[config.mk]
export PLATFORM = sky130hd
export DESIGN_NAME = salwc_ctrl
export DESIGN_NICKNAME = d
export VERILOG_FILES = /design/src/rtl/salwc_pkg.sv /design/src/rtl/salwc_ctrl.sv
export SDC_FILE = /design/constraint.sdc
export NUM_CORES = 1
export LEC_CHECK = 0
export BUFFER_PORTS_ARGS = -buffer_cell sky130_fd_sc_hd__buf_4
export CORE_AREA = 3 3 40 42
export DETAILED_ROUTE_END_ITERATION = 10
export DIE_AREA = 0 0 43 45
export SETUP_SLACK_MARGIN = 0.15
export SLEW_MARGIN = 20
export SYNTH_ARGS = -nofsm -noshare
export SYNTH_HDL_FRONTEND = slang
export SYNTH_SLANG_ARGS = --single-unit
[constraint.sdc]
create_clock -name clk -period 1 [get_ports clk]
set_input_delay 0.1 -clock clk [delete_from_list [all_inputs] [get_ports clk]]
set_output_delay 0.1 -clock clk [all_outputs]
set_load 0.005 [all_outputs]
[src/rtl/salwc_pkg.sv]
`default_nettype none
// ----------------------------------------------------------------------------
// salwc_pkg
// shared types and constants of the set-associative lru write-back cache
// ----------------------------------------------------------------------------
package salwc_pkg;

	localparam int WaysDef    = 4;
	localparam int MaxSetsDef = 256;
	localparam int KeyBitsDef = 32;
	localparam int KeyW       = 32;
	localparam int CfgW       = 9;
	localparam int SetOutW    = 8;
	localparam int WayOutW    = 2;
	localparam int CntW       = 32;
	localparam logic [CfgW-1:0] NumSetsRst = 9'd256;
	localparam int AddrW      = 1;
	localparam logic [AddrW-1:0] RegNumSets = 1'b0;

	typedef struct packed {
		logic [KeyW-1:0] lookup_key;
		logic            mark_dirty;
	} req_t;

	typedef struct packed {
		logic               hit;
		logic [SetOutW-1:0] set_index;
		logic [WayOutW-1:0] way_index;
		logic               writeback;
		logic [KeyW-1:0]    evicted_key;
		logic [CntW-1:0]    hit_total;
		logic [CntW-1:0]    miss_total;
		logic [CntW-1:0]    writeback_total;
	} rsp_t;

	typedef enum logic [2:0] {
		ST_IDLE,
		ST_DIV,
		ST_READ,
		ST_LOOK,
		ST_UPDATE,
		ST_OUT
	} state_t;

	// controller to datapath
	typedef struct packed {
		logic load;
		logic div_step;
		logic rd;
		logic look;
		logic upd;
	} cmd_t;

	// datapath to controller
	typedef struct packed {
		logic div_done;
	} sts_t;

endpackage
`default_nettype wire

[src/rtl/salwc_ctrl.sv]
`default_nettype none
// ----------------------------------------------------------------------------
// salwc_ctrl
// sequencer of one access: reduce, read set, look up, update, present
// ----------------------------------------------------------------------------
module salwc_ctrl (
	input  wire                 clk,
	input  wire                 arst_n,
	input  wire                 in_valid,
	output logic                in_ready,
	output logic                out_valid,
	input  wire                 out_ready,
	output salwc_pkg::cmd_t     cmd,
	input  salwc_pkg::sts_t     sts
);
	import salwc_pkg::*;

	state_t state_q, state_d;

	always_ff @(posedge clk or negedge arst_n) begin
		if (!arst_n) begin
			state_q <= ST_IDLE;
		end else begin
			state_q <= state_d;
		end
	end

	always_comb begin
		state_d   = state_q;
		cmd       = '0;
		in_ready  = 1'b0;
		out_valid = 1'b0;
		unique case (state_q)
			ST_IDLE: begin
				in_ready = 1'b1;
				if (in_valid) begin
					cmd.load = 1'b1;
					state_d  = ST_DIV;
				end
			end
			ST_DIV: begin
				cmd.div_step = 1'b1;
				if (sts.div_done) begin
					state_d = ST_READ;
				end
			end
			ST_READ: begin
				cmd.rd  = 1'b1;
				state_d = ST_LOOK;
			end
			ST_LOOK: begin
				cmd.look = 1'b1;
				state_d  = ST_UPDATE;
			end
			ST_UPDATE: begin
				cmd.upd = 1'b1;
				state_d = ST_OUT;
			end
			ST_OUT: begin
				out_valid = 1'b1;
				in_ready  = out_ready;
				if (out_ready) begin
					if (in_valid) begin
						cmd.load = 1'b1;
						state_d  = ST_DIV;
					end else begin
						state_d = ST_IDLE;
					end
				end
			end
			default: state_d = ST_IDLE;
		endcase
	end

endmodule
`default_nettype wire

==> parameters.txt <==
Parameter                              Value

Global route
  First-pass GRT wire length ... 1.290 mm
  GRT Util Overall ... 9.167%
  Initial antenna violation count ... 0
  Number of global-route vias before repair ... between 300 and 400
  GRT Residual Overflow ... 0
  Largest net degree at the start of global routing ... 8

Power
  Static leakage power ... 0.2201 nW
  Pwr Density ... 3030 nW/um^2
  Worst vdd ir ... around 1.1 mV

Placed design
  Estimated wirelength of the detail-placed design ... 562.9 um
  Number of I/O port buffers ... 11
  Instance area at placement ... around 360 um^2
  Post-placement cell count ... 55
  Final RePlAce weighted congestion ... around 0.75
  Post-Place Setup Slack ... -154.4 ps

Status
  Failing checks ... setup timing
  Run status ... finished with violations

Setup path
  Capturing point of the worst reg2reg path ... state_q[0]
  Setup Crit Path Kind ... reg -> out
  CP peak stage delay ... approximately 440 ps
  Critical path depth in cells ... 3
  Critical Path Start ... state_q[2]
  Cell family with most CP delay ... flip-flops
  Maximum fanout along the worst path ... 5
  Launch point of the worst reg-to-reg path ... state_q[1]
  Crit path max-delay cell type ... dfrtp_2
  Worst Reg-to-Reg Cells ... 4
  Worst-case register-to-register setup slack ... -200 ps
  Number of buffer and inverter stages on the critical path ... 1
  Sort of element at the end of the critical path ... output port
  Endpoint required time on the critical path ... approximately 900 ps
  CP Cell Sequence ... mux2_4, nor3b_2, buf_4
  Kind of launch point of the worst setup path ... flop
  Last element of the critical path ... cmd[4]
  CP arrival ... around 1300 ps

Finish
  End-of-flow core utilization ... between 30% and 40%
  Number of flip-flops in the largest register ... 3
  Antenna Diode Count ... 0
  Synth-to-Final Area Change ... 95.74%
  Fraction of layout cells with a size suffix above 1 ... 72.92%
  Registers with the most flip-flops ... state_q (3)
  Most flops, register ... state_q
  Final instance area ... 460.4 um^2
  Number of filler cells placed in the layout ... 143
  Layout net count ... between 50 and 60
  Finished Layout Cells ... 63

Yosys
  Total nets after synthesis ... 30
  Flip-flop and latch count after synthesis ... 3
  Average cell area after synthesis ... roughly 9.4 um^2
  Syn Inst Count ... 25
  Proportion of synthesized chip area in sequential cells ... 31.91%
  Unique masters post-synth ... 19
  Cell area after technology mapping ... 235.2 um^2
  Number of synthesis warnings ... 0

Route
  Routed vias/inst ... 4.460
  Detailed-routing iteration count for the pre-antenna-repair pass ... 2
  Initial DRC count ... 1
  Detailed Route WL ... approximately 800 um
  Post-detailed-route DRC marker count ... 0
  Vias ... about 280
  Wirelength per Cell ... 12.59 um
  DRT antenna net count ... 0

Die
  Die area ... 1935 um^2
  Top-Level Pins ... 12
  Starting density of the core ... ~18%
  Placeable core region ... roughly 1300 um^2
  Site Rows ... 13
  Die height ... 45 um
  Die width ... 43 um

Clocking
  Total CTS buffers ... 3
  TritonCTS sink count ... 3
  Deepest clock path buffer count ... 2
  CTS tree ... done
  Number of H-tree levels ... 1
  Clock latency at the later pin of the worst-skew pair ... roughly 240 ps
  CTS root buffer ... clkbuf_4
  Clock transition at path regs ... approximately 40 ps

STA
  Least-Margin Pin Slew ... about 270 ps
  Post-route clock skew ... 5.272 ps
  RSZ-0062 raised after global routing ... yes
  Final max-slew violation count ... 0
  Period utilization ... 136.4%
  Top achievable clock speed ... 733.0 MHz
  Final critical-path required period ... between 1000 and 1500 ps
  Hold Fails Final Rpt ... 0
  Relative slew margins ... between 80 and 90%
  Final setup slack of the worst path ... -364.3 ps
  Number of setup violations in the final report ... 9

Flow run
  Max-cap check violation count ... 0

Worst hold path
  Worst min-delay path category ... in -> reg
## where the power goes
| group | switching (W) | internal [W] | leakage (nW) |
|---|---|---|---|
| Combinational | 0.000363 | 0.000555 | 0.170 |
| Clock | 0.0000760 | 0.000150 | 0.0150 |
| Sequential | 0.0000718 | 0.000179 | 0.0347 |
| Total | 0.000510 | 0.000884 | 0.220 |
## area by class of cell
cell class	count	area, um^2	share of cell area, %
timing repair buffer	22	175.2	38.04
multi-input combinational	18	158.9	34.51
sequential	3	77.57	16.85
clock buffer	4	26.28	5.707
tap	15	18.77	4.076
inverter	1	3.754	0.8152
## worst min-delay path: stages
cell and delay [ps]:
buf_4 110, nand3b_1 90, a21oi_2 50
## worst min-delay path by stage
stage	startpoint	to	slack, ps	cells past startpoint
2_1_floorplan	arst_n	state_q[0]	-200	0
6_report	sts	state_q[1]	150	3
3_5_place_dp	arst_n	state_q[1]	-100	1
5_1_grt	sts	state_q[1]	160	3
3_3_place_gp	arst_n	state_q[1]	-110	1
4_1_cts	sts	state_q[1]	130	3
## synthesized netlist by cell type
library cell  count  area [um^2]
a21o_1            1        7.510
nand2b_1          1        6.260
nand2_1           1        3.750
buf_2             1        5.000
a21oi_1           2        10.01
and3_2            1        7.510
buf_6             2        22.52
mux2_4            1        15.01
nor2_1            1        3.750
nor4_1            1        6.260
inv_1             1        3.750
a31oi_1           1        6.260
nor3b_2           1        12.51
nor3_1            1        5.000
nor3b_1           3        22.52
o21ai_0           1        5.000
nand3b_1          1        7.510
o311a_1           1        10.01
dfrtp_1           3        75.07
## cells in the final DEF (no fill, tap or decap)
cell type,n
a21o_1,1
a21oi_1,1
a21oi_2,1
a31oi_1,1
and3_2,1
buf_4,19
buf_6,2
clkbuf_1,1
clkbuf_4,3
dfrtp_1,1
dfrtp_2,2
dlygate4sd3_1,1
inv_2,1
mux2_4,1
nand2_1,1
nand2b_1,1
nand3b_1,1
nor2_1,1
nor3_4,1
nor3b_2,4
nor4_1,1
o21ai_0,1
o311a_1,1
## metrics by stage
| stage | power (W) | hold WS [ps] | setup TNS [ps] |
|---|---|---|---|
| 2_1_floorplan | 0.0006578 | -195.6 | -64.92 |
| 3_3_place_gp | 0.0009337 | -105.8 | -270.3 |
| 6_report | 0.001395 | 147.1 | -2490 |
| 3_5_place_dp | 0.0009636 | -103.1 | -483.0 |
| 4_1_cts | 0.001301 | 131.8 | -2184 |
| 5_1_grt | 0.001505 | 157.0 | -3039 |
## logic make-up (layout without fill, tap and decap cells)
family	Yosys count	in the layout	share of synthesized area, %
and+or+nand+nor	11	11	31.91
AOI/OAI and AO/OA	6	6	16.49
DFF	3	3	31.91
buffers and inverters	4	27	13.29
muxes	1	1	6.381
## layer usage
metal | vias to the layer above | GRT usage (%) | wire [um]
met2 | 7 | 17.07 | 460
met1 | 136 | 9.179 | 310
li1 | 138 | - | -
met4 | 0 | 8.434 | 0
met3 | 0 | 0.3984 | 23
met5 | - | 0 | 0
## repair_timing
action / CTS / global route
setup endpoints to repair: 10 / 10
gates resized for setup: 6 / 5
hold buffers: 1 / 0
setup buffers: 2 / 1
endpoints found under the hold margin: 3 / 0
pin swaps: 1 / 1
Power figures use the tool's default switching activity.
